==> src/gdcc_pkg.sv <==
`default_nettype none

package gdcc_pkg;

  localparam int unsigned DefTableDepth = 128;
  localparam int unsigned DefNumberBits = 16;

  localparam int unsigned KindW   = 2;
  localparam int unsigned NumOutW = 16;
  localparam int unsigned CountW  = 8;

  localparam logic [7:0] CharNul   = 8'h00;
  localparam logic [7:0] CharTab   = 8'h09;
  localparam logic [7:0] CharNl    = 8'h0A;
  localparam logic [7:0] CharVt    = 8'h0B;
  localparam logic [7:0] CharFf    = 8'h0C;
  localparam logic [7:0] CharCr    = 8'h0D;
  localparam logic [7:0] CharSpace = 8'h20;
  localparam logic [7:0] CharPlus  = 8'h2B;
  localparam logic [7:0] CharMinus = 8'h2D;
  localparam logic [7:0] CharZero  = 8'h30;
  localparam logic [7:0] CharNine  = 8'h39;
  localparam logic [7:0] CharSemi  = 8'h3B;
  localparam logic [7:0] CharG     = 8'h47;
  localparam logic [7:0] CharM     = 8'h4D;

  typedef enum logic [KindW-1:0] {
    KIND_G       = 2'd0,
    KIND_M       = 2'd1,
    KIND_UNKNOWN = 2'd2,
    KIND_SKIP    = 2'd3
  } kind_e;

  // Line-end request from the parser to the census engine.
  typedef struct packed {
    logic  valid;
    kind_e kind;
  } line_req_t;

endpackage

`default_nettype wire

==> src/gdcc_ram.sv <==
`default_nettype none

module gdcc_ram #(
  parameter int unsigned Width = 16,
  parameter int unsigned Depth = 256,
  localparam int unsigned AddrW = (Depth > 1) ? $clog2(Depth) : 1
) (
  input  wire logic             clk_i,
  input  wire logic             we_i,
  input  wire logic [AddrW-1:0] waddr_i,
  input  wire logic [Width-1:0] wdata_i,
  input  wire logic             re_i,
  input  wire logic [AddrW-1:0] raddr_i,
  output logic      [Width-1:0] rdata_o
);

  logic [Width-1:0] mem_q [Depth];
  logic [Width-1:0] rdata_q;

  always_ff @(posedge clk_i) begin
    if (we_i) begin
      mem_q[waddr_i] <= wdata_i;
    end
    if (re_i) begin
      rdata_q <= mem_q[raddr_i];
    end
  end

  assign rdata_o = rdata_q;

endmodule

`default_nettype wire

==> src/gdcc_parser.sv <==
`default_nettype none

module gdcc_parser #(
  parameter int unsigned NumberBits = gdcc_pkg::DefNumberBits
) (
  input  wire logic                  clk_i,
  input  wire logic                  rst_ni,
  input  wire logic                  beat_i,
  input  wire logic [7:0]            text_byte_i,
  input  wire logic                  line_last_i,
  output gdcc_pkg::line_req_t        req_o,
  output logic signed [NumberBits-1:0] value_o
);
  import gdcc_pkg::*;

  localparam int unsigned MagW  = NumberBits - 1;
  localparam int unsigned ProdW = NumberBits + 3;
  localparam logic [MagW-1:0] MagLimit = {MagW{1'b1}};

  logic            started_q, started_d;
  kind_e           letter_q, letter_d;
  logic            sent_end_q, sent_end_d;
  logic            num_end_q, num_end_d;
  logic            neg_q, neg_d;
  logic            sign_q, sign_d;
  logic [MagW-1:0] mag_q, mag_d;

  logic             is_stop, is_digit, is_ws, line_end;
  logic [ProdW-1:0] prod;
  logic [NumberBits-1:0] mag_ext;

  assign is_stop  = (text_byte_i == CharNl) || (text_byte_i == CharSemi) ||
                    (text_byte_i == CharNul);
  assign is_digit = (text_byte_i >= CharZero) && (text_byte_i <= CharNine);
  assign is_ws    = (text_byte_i == CharTab) || (text_byte_i == CharVt) ||
                    (text_byte_i == CharFf) || (text_byte_i == CharCr);
  assign line_end = (text_byte_i == CharNl) || line_last_i;

  // mag * 10 + digit, never overflows ProdW
  assign prod = (ProdW'(mag_q) << 3) + (ProdW'(mag_q) << 1) + ProdW'(text_byte_i[3:0]);

  always_comb begin
    started_d  = started_q;
    letter_d   = letter_q;
    sent_end_d = sent_end_q;
    num_end_d  = num_end_q;
    neg_d      = neg_q;
    sign_d     = sign_q;
    mag_d      = mag_q;
    if (!started_q) begin
      started_d = 1'b1;
      if (is_stop) begin
        letter_d   = KIND_SKIP;
        sent_end_d = 1'b1;
        num_end_d  = 1'b1;
      end else if (text_byte_i == CharG) begin
        letter_d = KIND_G;
      end else if (text_byte_i == CharM) begin
        letter_d = KIND_M;
      end else begin
        letter_d = KIND_UNKNOWN;
      end
    end else if (!sent_end_q) begin
      if (is_stop) begin
        sent_end_d = 1'b1;
        num_end_d  = 1'b1;
      end else if (!num_end_q) begin
        if (text_byte_i == CharSpace) begin
          num_end_d = 1'b1;
        end else if (is_digit) begin
          mag_d  = (prod > ProdW'(MagLimit)) ? MagLimit : prod[MagW-1:0];
          sign_d = 1'b1;
        end else if (!sign_q && is_ws) begin
          // atoi skips leading whitespace
        end else if (!sign_q && ((text_byte_i == CharPlus) ||
                                 (text_byte_i == CharMinus))) begin
          neg_d  = (text_byte_i == CharMinus);
          sign_d = 1'b1;
        end else begin
          num_end_d = 1'b1;
        end
      end
    end
  end

  assign mag_ext     = {1'b0, mag_d};
  assign value_o     = neg_d ? (~mag_ext + NumberBits'(1)) : mag_ext;
  assign req_o.valid = beat_i && line_end && (letter_d != KIND_SKIP);
  assign req_o.kind  = letter_d;

  always_ff @(posedge clk_i or negedge rst_ni) begin
    if (!rst_ni) begin
      started_q  <= 1'b0;
      letter_q   <= KIND_G;
      sent_end_q <= 1'b0;
      num_end_q  <= 1'b0;
      neg_q      <= 1'b0;
      sign_q     <= 1'b0;
      mag_q      <= '0;
    end else if (beat_i) begin
      if (line_end) begin
        started_q  <= 1'b0;
        letter_q   <= KIND_G;
        sent_end_q <= 1'b0;
        num_end_q  <= 1'b0;
        neg_q      <= 1'b0;
        sign_q     <= 1'b0;
        mag_q      <= '0;
      end else begin
        started_q  <= started_d;
        letter_q   <= letter_d;
        sent_end_q <= sent_end_d;
        num_end_q  <= num_end_d;
        neg_q      <= neg_d;
        sign_q     <= sign_d;
        mag_q      <= mag_d;
      end
    end
  end

endmodule

`default_nettype wire

==> src/gdcc_census.sv <==
`default_nettype none

module gdcc_census #(
  parameter int unsigned TableDepth = gdcc_pkg::DefTableDepth,
  parameter int unsigned NumberBits = gdcc_pkg::DefNumberBits,
  localparam int unsigned IdxW = (TableDepth > 1) ? $clog2(TableDepth) : 1,
  localparam int unsigned CntW = $clog2(TableDepth + 1)
) (
  input  wire logic                            clk_i,
  input  wire logic                            rst_ni,
  input  wire gdcc_pkg::line_req_t             req_i,
  input  wire logic signed [NumberBits-1:0]    value_i,
  output logic                                 idle_o,
  // table memory, G entries in the lower half, M in the upper
  output logic                                 ram_we_o,
  output logic [IdxW:0]                        ram_waddr_o,
  output logic [NumberBits-1:0]                ram_wdata_o,
  output logic                                 ram_re_o,
  output logic [IdxW:0]                        ram_raddr_o,
  input  wire logic [NumberBits-1:0]           ram_rdata_i,
  // result register
  output logic                                 out_valid_o,
  input  wire logic                            out_ready_i,
  output logic [gdcc_pkg::KindW-1:0]           command_kind_o,
  output logic signed [gdcc_pkg::NumOutW-1:0] command_number_o,
  output logic                                 newly_added_o,
  output logic                                 table_full_o,
  output logic [gdcc_pkg::CountW-1:0]          g_distinct_o,
  output logic [gdcc_pkg::CountW-1:0]          m_distinct_o
);
  import gdcc_pkg::*;

  typedef enum logic [2:0] {
    S_IDLE   = 3'b001,
    S_SEARCH = 3'b010,
    S_RESP   = 3'b100
  } state_e;

  state_e state_q, state_d;
  kind_e  kind_q, kind_d;
  logic signed [NumberBits-1:0] value_q, value_d;
  logic [CntW-1:0] idx_q, idx_d;
  logic            cmp_q, cmp_d;
  logic            added_q, added_d;
  logic            full_q, full_d;
  logic [CntW-1:0] g_cnt_q, g_cnt_d;
  logic [CntW-1:0] m_cnt_q, m_cnt_d;

  logic            out_valid_q, out_valid_d;
  logic [KindW-1:0]         kind_out_q;
  logic signed [NumOutW-1:0] num_out_q;
  logic            added_out_q, full_out_q;
  logic [CountW-1:0] g_out_q, m_out_q;

  logic            is_m, load;
  logic [CntW-1:0] n;
  logic signed [31:0] value_wide;

  assign is_m = (kind_q == KIND_M);
  assign n    = is_m ? m_cnt_q : g_cnt_q;

  always_comb begin
    state_d     = state_q;
    kind_d      = kind_q;
    value_d     = value_q;
    idx_d       = idx_q;
    cmp_d       = 1'b0;
    added_d     = added_q;
    full_d      = full_q;
    g_cnt_d     = g_cnt_q;
    m_cnt_d     = m_cnt_q;
    ram_re_o    = 1'b0;
    ram_we_o    = 1'b0;
    load        = 1'b0;
    unique case (state_q)
      S_IDLE: begin
        if (req_i.valid) begin
          kind_d  = req_i.kind;
          value_d = value_i;
          idx_d   = '0;
          added_d = 1'b0;
          full_d  = 1'b0;
          state_d = (req_i.kind == KIND_UNKNOWN) ? S_RESP : S_SEARCH;
        end
      end
      S_SEARCH: begin
        // one read issued per cycle, its data compared in the next cycle
        if (cmp_q && (ram_rdata_i == value_q)) begin
          state_d = S_RESP;
        end else if ((idx_q >= n) && !cmp_q) begin
          if (n == CntW'(TableDepth)) begin
            full_d = 1'b1;
          end else begin
            ram_we_o = 1'b1;
            added_d  = 1'b1;
            if (is_m) begin
              m_cnt_d = m_cnt_q + CntW'(1);
            end else begin
              g_cnt_d = g_cnt_q + CntW'(1);
            end
          end
          state_d = S_RESP;
        end else if (idx_q < n) begin
          ram_re_o = 1'b1;
          idx_d    = idx_q + CntW'(1);
          cmp_d    = 1'b1;
        end
      end
      S_RESP: begin
        if (!out_valid_q || out_ready_i) begin
          load    = 1'b1;
          state_d = S_IDLE;
        end
      end
      default: state_d = S_IDLE;
    endcase
  end

  assign ram_raddr_o = {is_m, idx_q[IdxW-1:0]};
  assign ram_waddr_o = {is_m, n[IdxW-1:0]};
  assign ram_wdata_o = value_q;
  assign idle_o      = (state_q == S_IDLE);

  assign value_wide  = 32'(value_q);
  assign out_valid_d = load || (out_valid_q && !out_ready_i);

  always_ff @(posedge clk_i or negedge rst_ni) begin
    if (!rst_ni) begin
      state_q     <= S_IDLE;
      cmp_q       <= 1'b0;
      g_cnt_q     <= '0;
      m_cnt_q     <= '0;
      out_valid_q <= 1'b0;
    end else begin
      state_q     <= state_d;
      cmp_q       <= cmp_d;
      g_cnt_q     <= g_cnt_d;
      m_cnt_q     <= m_cnt_d;
      out_valid_q <= out_valid_d;
    end
  end

  always_ff @(posedge clk_i) begin
    kind_q  <= kind_d;
    value_q <= value_d;
    idx_q   <= idx_d;
    added_q <= added_d;
    full_q  <= full_d;
    if (load) begin
      kind_out_q  <= kind_q;
      num_out_q   <= (kind_q == KIND_UNKNOWN) ? '0 : value_wide[NumOutW-1:0];
      added_out_q <= added_q;
      full_out_q  <= full_q;
      g_out_q     <= CountW'(g_cnt_q);
      m_out_q     <= CountW'(m_cnt_q);
    end
  end

  assign out_valid_o      = out_valid_q;
  assign command_kind_o   = kind_out_q;
  assign command_number_o = num_out_q;
  assign newly_added_o    = added_out_q;
  assign table_full_o     = full_out_q;
  assign g_distinct_o     = g_out_q;
  assign m_distinct_o     = m_out_q;

endmodule

`default_nettype wire

==> src/gcode_distinct_command_census_core.sv <==
// G/M command census over a byte stream of G-code text.
// Input channel: one text byte per beat (text_byte_i, line_last_i) under
//   in_valid_i / in_ready_o. A line closes on newline or on a beat with
//   line_last_i set; lines starting with newline, ';' or NUL give nothing.
// Output channel: one result beat per line under out_valid_o / out_ready_i:
//   kind, saturated number, inserted / table-full flags, both distinct counts.
// Flow: a byte that does not close a line is taken without a stall. A closing
//   byte of a G or M line starts a linear search of that letter's table,
//   one read of the shared table RAM per cycle (no read when the table is
//   empty), then the result moves into the output register; unknown lines
//   skip the search.
// in_ready_o is low while a search runs or a finished result waits for the
//   output register; a result held in the output register does not block
//   new bytes. A stalled receiver holds the output beat steady.
// Reset clears the line parser and both counts; table RAM is not cleared,
//   only entries below the count are ever read.
// A write happens only when a search ends, and the next search starts only
//   after the S_RESP and S_IDLE states, so RAM accesses never collide.
`default_nettype none

module gcode_distinct_command_census_core #(
  parameter int unsigned TableDepth = gdcc_pkg::DefTableDepth,
  parameter int unsigned NumberBits = gdcc_pkg::DefNumberBits
) (
  input  wire logic                            clk_i,
  input  wire logic                            rst_ni,
  input  wire logic                            in_valid_i,
  output logic                                 in_ready_o,
  input  wire logic [7:0]                      text_byte_i,
  input  wire logic                            line_last_i,
  output logic                                 out_valid_o,
  input  wire logic                            out_ready_i,
  output logic [gdcc_pkg::KindW-1:0]           command_kind_o,
  output logic signed [gdcc_pkg::NumOutW-1:0] command_number_o,
  output logic                                 newly_added_o,
  output logic                                 table_full_o,
  output logic [gdcc_pkg::CountW-1:0]          g_distinct_o,
  output logic [gdcc_pkg::CountW-1:0]          m_distinct_o
);
  import gdcc_pkg::*;

  localparam int unsigned IdxW     = (TableDepth > 1) ? $clog2(TableDepth) : 1;
  localparam int unsigned RamDepth = 2 ** (IdxW + 1);

  logic                          beat;
  line_req_t                     req;
  logic signed [NumberBits-1:0]  value;
  logic                          idle;
  logic                          ram_we, ram_re;
  logic [IdxW:0]                 ram_waddr, ram_raddr;
  logic [NumberBits-1:0]         ram_wdata, ram_rdata;

  assign in_ready_o = idle;
  assign beat       = in_valid_i && idle;

  gdcc_parser #(
    .NumberBits(NumberBits)
  ) u_parser (
    .clk_i      (clk_i),
    .rst_ni     (rst_ni),
    .beat_i     (beat),
    .text_byte_i(text_byte_i),
    .line_last_i(line_last_i),
    .req_o      (req),
    .value_o    (value)
  );

  gdcc_census #(
    .TableDepth(TableDepth),
    .NumberBits(NumberBits)
  ) u_census (
    .clk_i           (clk_i),
    .rst_ni          (rst_ni),
    .req_i           (req),
    .value_i         (value),
    .idle_o          (idle),
    .ram_we_o        (ram_we),
    .ram_waddr_o     (ram_waddr),
    .ram_wdata_o     (ram_wdata),
    .ram_re_o        (ram_re),
    .ram_raddr_o     (ram_raddr),
    .ram_rdata_i     (ram_rdata),
    .out_valid_o     (out_valid_o),
    .out_ready_i     (out_ready_i),
    .command_kind_o  (command_kind_o),
    .command_number_o(command_number_o),
    .newly_added_o   (newly_added_o),
    .table_full_o    (table_full_o),
    .g_distinct_o    (g_distinct_o),
    .m_distinct_o    (m_distinct_o)
  );

  gdcc_ram #(
    .Width(NumberBits),
    .Depth(RamDepth)
  ) u_table (
    .clk_i  (clk_i),
    .we_i   (ram_we),
    .waddr_i(ram_waddr),
    .wdata_i(ram_wdata),
    .re_i   (ram_re),
    .raddr_i(ram_raddr),
    .rdata_o(ram_rdata)
  );

endmodule

`default_nettype wire
==> config.mk <==
export PLATFORM = sky130hd
export DESIGN_NAME = gcode_distinct_command_census_core
export DESIGN_NICKNAME = d
export VERILOG_FILES = /design/src/gdcc_pkg.sv /design/src/gdcc_ram.sv /design/src/gdcc_parser.sv /design/src/gdcc_census.sv /design/src/gcode_distinct_command_census_core.sv
export SDC_FILE = /design/constraint.sdc
export NUM_CORES = 2
export LEC_CHECK = 0
export BUFFER_PORTS_ARGS = -buffer_cell sky130_fd_sc_hd__buf_2
export CAP_MARGIN = 20
export CORE_ASPECT_RATIO = 0.8
export CORE_UTILIZATION = 40
export CTS_CLUSTER_DIAMETER = 30
export DETAILED_ROUTE_END_ITERATION = 10
export SYNTH_ARGS = -nofsm -noshare
export SYNTH_HDL_FRONTEND = slang
export SYNTH_SLANG_ARGS = --single-unit
==> constraint.sdc <==
create_clock -name clk_i -period 5.25 [get_ports clk_i]
set_input_delay 0.7875 -clock clk_i [delete_from_list [all_inputs] [get_ports clk_i]]
set_output_delay 0.7875 -clock clk_i [all_outputs]
set_load 0.005 [all_outputs]
Word-level counts from Yosys, hierarchy flattened

Memories as Yosys holds them, arrays and structs flattened. A register that Yosys moved wholly into a read port is not among the register bits.
Cells that the tools add are included.

Register bits: 107
Bits in latches: 0
RAM bits: 4096
ROM bits: 0
Output and inout bits: 38
Logic and storage cells: 192
Memories kept: 1

Memories:

| memory        | depth | bits a word | read ports | clocked after Yosys merged registers in | wr ports | RTL line       | text |
|---|---|---|---|---|---|---|---|
| u_table.mem_q | 256   | 16          | 1          | 1                                       | 1        | gdcc_ram.sv:17 | `logic [Width-1:0] mem_q [Depth];` |

Add/sub/neg operators: 6
Multipliers: 0
Divide/modulo/power cells: 0
$lt $le $gt $ge: 5
Equal/unequal tests: 35
Shifts and indexed selects: 0
Mux-type cells: 80
Bitwise operators: 4
Reductions and logical operators: 37

Operators with widths:

| kind                                                                                 | number |
|---|---|
| 15-bit 2-to-1 mux                                                                    | 9 |
| 1-bit 2-to-1 mux                                                                     | 52 |
| 8-bit by 4-bit == test with 1-bit output (second input constant)                     | 5 |
| 8-bit 2-to-1 mux                                                                     | 5 |
| 8-bit by 6-bit == test with 1-bit output (second input constant)                     | 4 |
| 5-bit AND reduction                                                                  | 5 |
| 8-bit by 1-bit adder with 8-bit output (second input constant)                       | 3 |
| 18-bit by 16-bit adder with 19-bit output                                            | 1 |
| 19-bit by 4-bit adder with 19-bit output                                             | 1 |
| 19-bit by 15-bit > comparator with 1-bit output (second input constant)              | 1 |
| 16-bit by 1-bit adder with 16-bit output (second input constant)                     | 1 |
| 16-bit == test                                                                       | 1 |
| 8-bit by 7-bit == test with 1-bit output (second input constant)                     | 2 |
| 2-bit != test (second input constant)                                                | 8 |
| 15-bit inverter with 16-bit output                                                   | 1 |
| 8-bit case mux with 2 select lines                                                   | 1 |
| 3-bit 2-to-1 mux                                                                     | 5 |
| 2-bit 2-to-1 mux                                                                     | 5 |
| 2-bit by 1-bit != test with 1-bit output (second input constant)                     | 5 |
| 1-bit logical AND                                                                    | 9 |
| 1-bit logical OR                                                                     | 9 |
| 3-bit case mux with 3 select lines                                                   | 1 |
| 8-bit == test (second input constant)                                                | 1 |
| 8-bit by 6-bit greater-or-equal comparator with 1-bit output (second input constant) | 1 |
| other kinds (19)                                                                     | 31 |

Logic depth before layout (Yosys ltp)

Depth after elaboration: 13
Depth in mapped cells: 18
Gate-level depth less buffers: 17

Hierarchy

From an unflattened synthesis, not the netlist that was laid out.

Cells, all modules: 8036
Area total of the unflattened synthesis: 165760.2 µm²

Modules (own cells, without submodules):

| module                             | instances | cells each | area each (µm²) | sequential area each (µm²) |
|---|---|---|---|---|
| gdcc_ram                           | 1         | 7360       | 158874.9        | 123478.4 |
| gdcc_census                        | 1         | 284        | 3821.2          | 2448.6 |
| gdcc_parser                        | 1         | 391        | 3057.9          | 550.5 |
| gcode_distinct_command_census_core | 1         | 1          | 6.3             | 0.0 |

Worst setup path after synthesis

No wires, ideal clock.

Path kind: reg2reg
From: register u_census.value_q[3], in the netlist u_census.ram_wdata_o[3]
To: register u_census.idx_q[0], enable pin
Library setup time: 0.272 ns
Arrival: 5.017 ns
Required time: 4.978 ns
Path slack: -0.039 ns
Cell stages (with the launch flop): 8
Path buffers: 0
Period minus slack after synthesis: 5.289 ns
Path through: edfxtp_1 xor2_1 nor4_1 nand4_1 nor4_1 nor3_1 and3b_1 or2_2

Cells in the longest elaborated chain, start to end: 4

RTL lines:

| element                       | RTL line           | text |
|---|---|---|
| from (decl)                   | gdcc_census.sv:41  | `logic signed [NumberBits-1:0] value_q, value_d;` |
| from (signal assigned)        | gdcc_census.sv:145 | `value_q <= value_d;` |
| 16-bit == test                | gdcc_census.sv:88  | `if (cmp_q && (ram_rdata_i == value_q)) begin` |
| 1-bit logical AND             | gdcc_census.sv:88  |  |
| 2-bit != test (no line)       | n/a                |  |
| 5-bit AND reduction (no line) | n/a                |  |
| to (signal assigned)          | gdcc_census.sv:146 | `idx_q <= idx_d;` |
| to (decl)                     | gdcc_census.sv:42  | `logic [CntW-1:0] idx_q, idx_d;` |

No other way between the ends.
A chain may end at the register's enable or synchronous reset.

Worst setup path in the final report

From: register u_census.kind_q[0]
To: memory u_table.mem_q[50][5], enable pin

Cells in the longest elaborated chain, start to end: 9

RTL lines:

| element                                                            | RTL line                             | text |
|---|---|---|
| from (decl)                                                        | gdcc_census.sv:40                    | `kind_e kind_q, kind_d;` |
| from (signal assigned)                                             | gdcc_census.sv:144                   | `kind_q <= kind_d;` |
| 2-bit by 1-bit == test with 1-bit output *                         | gdcc_census.sv:59                    | `assign is_m = (kind_q == KIND_M);` |
| 8-bit 2-to-1 mux                                                   | gdcc_census.sv:60                    | `assign n = is_m ? m_cnt_q : g_cnt_q;` |
| 8-bit greater-or-equal comparator or 8-bit == test (tied branches) | gdcc_census.sv:90, gdcc_census.sv:91 |  |
| 1-bit logical AND or 1-bit 2-to-1 mux (tied branches)              | gdcc_census.sv:90, gdcc_census.sv:91 |  |
| 1-bit 2-to-1 mux                                                   | gdcc_census.sv:90                    | `end else if ((idx_q >= n) && !cmp_q) begin` |
| 1-bit 2-to-1 mux                                                   | gdcc_census.sv:88                    |  |
| 1-bit 2-to-1 mux                                                   | gdcc_census.sv:75                    | `unique case (state_q)` |
| 1-bit 2-to-1 mux                                                   | gdcc_ram.sv:21                       | `if (we_i) begin` |
| 1-bit 2-to-1 mux (not written as such)                             | gdcc_ram.sv:22                       | `mem_q[waddr_i] <= wdata_i;` |
| to (decl)                                                          | gdcc_ram.sv:17                       |  |

Mark *: on every way between the ends. The rest lies on a longest branch, timed or not.

==> key figures <==
Clock network
  – Setup bufs post-CTS: 0
  – CTS max path bufs: 4
  – # clock sinks: 4219
  – Clock-pin slew on the worst setup and hold paths: 0.05 ns
  – CTS tree: done
  – Clk root buf: clkbuf_16
  – H-tree levels: 6
  – Clock Latency Late Sink: 0.95 ns
  – Number of CTS-inserted buffers: 610

Synth
  – Post-synth top area share: 0.768
  – Register area share after synthesis: 0.775
  – Simple logic cell fraction of the synthesized area: 0.0145
  – Mapped cell area: 163000 µm²
  – Post-synth ARST share: 0.0102
  – Post-Synth XOR/XNOR Area: 0.00306
  – Post-Syn Instances: 6757
  – Adder-cell area share of the yosys netlist: 0.00346
  – Mux contribution to synthesized area: 0.188
  – Largest area contributor in the netlist: edfxtp_1
  – Synth warn: 0
  – Mapped Nets: 6814
  – Post-synthesis compound-gate area fraction: 0.00609
  – Synth unique cells: 70
  – Main combinational cell family by area after synthesis: multiplexers
  – Syn avg cell area: 24.2 µm²
  – Number of synthesized flops with an enable pin: 4176
  – Largest cells by area after synthesis: edfxtp_1 (77%), mux4_2 (19%), nor2_1 (0.73%), dfrtp_1 (0.64%), clkbuf_1 (0.52%)
  – Synth Register Bits: 4219
  – Ys flop type: edfxtp_1

Final layout
  – Finished Cell Area: 195000 µm²
  – Post-route insts no fill: 13400
  – P&R area growth vs syn: 19.5%
  – Layout cells sized above 1: 0.381
  – Most common cell after layout, fill and taps aside: edfxtp_1
  – Core Util, Final: 0.481
  – Fill count: 32100
  – Most frequent cells in the layout: edfxtp_1 (4176), mux4_2 (1358), clkbuf_16 (631), buf_4 (386), nor2_1 (200)
  – Final layout net count: 7607

Setup path
  – Flop2flop setup slack: 0.38 ns
  – Worst R2R Path Depth: 14
  – CP max-delay cell: nor2_2
  – Worst path cell trace: nor2b_2 > mux2i_1 > ha_1 > nor2b_1 > o21a_1 > o21ai_0 > a31o_2 > a211oi_1 > buf_4 > nor2b_1 > buf_4 > nand3_1 > nor2_2 > buf_4
  – Crit path DAT: 5.52 ns
  – Crit Path Max Fanout: 11
  – Crit path capture type: flip-flop
  – RR Endpoint: u_table.mem_q[50][5]$_DFFE_PP_
  – Most common cell on crit path: buf_4
  – Critical Setup Path Class: flip-flop to flip-flop
  – Reg2Reg Launch Point: u_census.kind_q[0]$_DFFE_PP_
  – Critical path launch point type: flip-flop
  – Worst path max stage delay: 0.72 ns
  – Critical Path RT: 5.90 ns

Timing
  – Final Hold Vio Count: 0
  – Hold Slack: 0.202 ns
  – Slew headroom: 0.170
  – Setup Skew: 0.0383 ns
  – Setup TNS: 0 ns
  – FMAX: 205 MHz
  – Worst-Margin Slew: 1.24 ns
  – Slew Limit Fails: 0
  – Final setup fails: 0
  – Min cycle time layout: 4.87 ns
  – Tcrit/Tclk final: 0.928
  – RSZ-0062 raised after global routing: no

Global route
  – Largest net degree at the start of global routing: 221
  – GRT Residual Overflow: 0
  – Vias in the first global route: 77500
  – Busiest layer in global routing: met1
  – Global Route Usage Sum: 0.203
  – Met2 Usage GRT: 0.288
  – Initial antenna violation count: 37
  – Met1 GRT Util: 0.319
  – GRT met3 Usage: 0.0459
  – First-pass GRT wire length: 597 mm

Hold path
  – Hold path cells: 3
  – Hold path start: out_ready_i
  – Worst hold path class: primary input to flip-flop
  – Worst Hold Path EP: u_census.out_valid_o$_DFF_PN0_

Place
  – Placed cells: 12300
  – Area after DPL: 174000 µm²
  – RD Place Congestion: 0.831
  – IO buf count: 50
  – Hpwl dp: 241 mm

Job
  – Max_cap viols: 0

Detailed routing
  – Drt pass-1 iters: 5
  – Routed wire per std cell: 31.4 µm
  – Vias per std cell: 5.84
  – DR iter-0 viols: 11200
  – Overall routed net length: 422 mm
  – Via count: 78500
  – Final ANT Viol Nets: 0
  – Detailed-route DRC error count: 0

Power
  – Cell Pwr Density: 427 nW/µm²
  – Maximum vdd drop: 0.281 mV
  – Pleak: 61.7 nW

Floorplanning
  – Initial Utilization: 0.402
  – Die width: 716 µm
  – Std cell rows: 209
  – Core area: 406000 µm²
  – Die area: 411000 µm²
  – Die Height: 573 µm
  – I/O pin count: 51

Outcome
  – Outcome: completed
[report_power, final]
group / switching [mW] / leakage, nW / internal [mW]
Clock: 15.4 / 9.96 / 25.8
Sequential: 0.0594 / 38.2 / 37.3
Combinational: 2.97 / 13.5 / 1.71
[critical path, delay by kind of cell, from the launching register on]
kind	cells	cell delay, ns
mux	1	0.47
compound gates	4	0.85
fa+ha+maj	1	0.21
buf+inv	3	0.67
flops	1	0.49
simple gates	5	1.90
[state kept, by name (all words and copies together), names as in the netlist, 2 cells and up]
register and cells:
u_census.command_number_o 16, u_census.command_kind_o 2, u_census.state_q 3, u_census.kind_q 2, u_census.g_distinct_o 8, u_census.m_distinct_o 8
u_table.mem_q 4096, u_census.ram_wdata_o 16, u_census.m_cnt_q 8, u_parser.mag_q 15, u_parser.letter_q 2, u_census.g_cnt_q 8
u_census.idx_q 8, u_table.rdata_o 16
[repair_timing]
action                                 in CTS  in global routing
gates resized for setup                     0                  0
endpoints found under the hold margin       0                  7
hold buffers                                0                  1
[synthesized netlist by cell type, types with 9 or more instances]
master    number
ha_1          42
xor2_1        22
mux2i_1       12
o21ai_0       30
inv_1         23
buf_1         39
and3_1        10
nand2_1       69
a21o_1         9
nor2_1       316
edfxtp_1    4176
nand3_1       25
xnor2_1       35
nand2b_1      10
nand4_1       16
mux4_2      1358
dfrtp_1       42
nor3_1        10
a21oi_1       29
buf_2         95
nor2b_1       14
clkbuf_1     226
and2_1        23
[kinds of logic after synthesis]
family,Yosys count
fa+ha+maj,44
xor+xnor,57
buf+inv,386
compound gates,147
simple gates,530
flops,4219
mux,1374
[area by class of cell]
type                    instances  area (µm²)  share of cell area
clock buffers                 682       16000              0.0819
flip-flops and latches       4219      126000               0.649
diodes                         17        42.5            0.000218
repair buffers                544        5330              0.0273
inverters                      23        86.3            0.000443
clock inverters               427        4810              0.0247
multi-input cells            2152       35600               0.182
well taps                    5380        6730              0.0345
[worst max-delay path by stage]
stage                                      start                                  to  slack [ns]  depth (start not counted)
3_5_place_dp                      text_byte_i[3]  u_census.ram_wdata_o[12]$_DFFE_PP_        0.37                         17
6_report            u_census.kind_q[0]$_DFFE_PP_      u_table.mem_q[50][5]$_DFFE_PP_        0.38                         14
3_3_place_gp                      text_byte_i[3]  u_census.ram_wdata_o[12]$_DFFE_PP_        0.22                         18
5_1_grt             u_census.kind_q[0]$_DFFE_PP_     u_table.mem_q[51][10]$_DFFE_PP_        0.13                         14
4_1_cts             u_census.kind_q[0]$_DFFE_PP_      u_table.mem_q[50][1]$_DFFE_PP_        0.48                         14
2_1_floorplan  u_census.ram_wdata_o[3]$_DFFE_PP_     u_census.idx_q[0]$_SDFFCE_PN0P_        0.04                          7
[layer usage]
metal	vias to the layer above	share of wire	wire length [µm]
met5	-	0.00038	162
met4	4	0.023	9620
met3	618	0.10	43600
met2	4216	0.44	185000
met1	42700	0.44	184000
li1	31000	-	-
[per-stage QoR]
stage	total power [mW]	setup WS [ns]
after floorplan	40.8	0.0436
after global placement	42.6	0.219
after detailed placement	42.7	0.369
after CTS	83.8	0.475
after global routing	85.4	0.132
final	83.2	0.376
No activity file was read; power rests on OpenSTA's default activity.
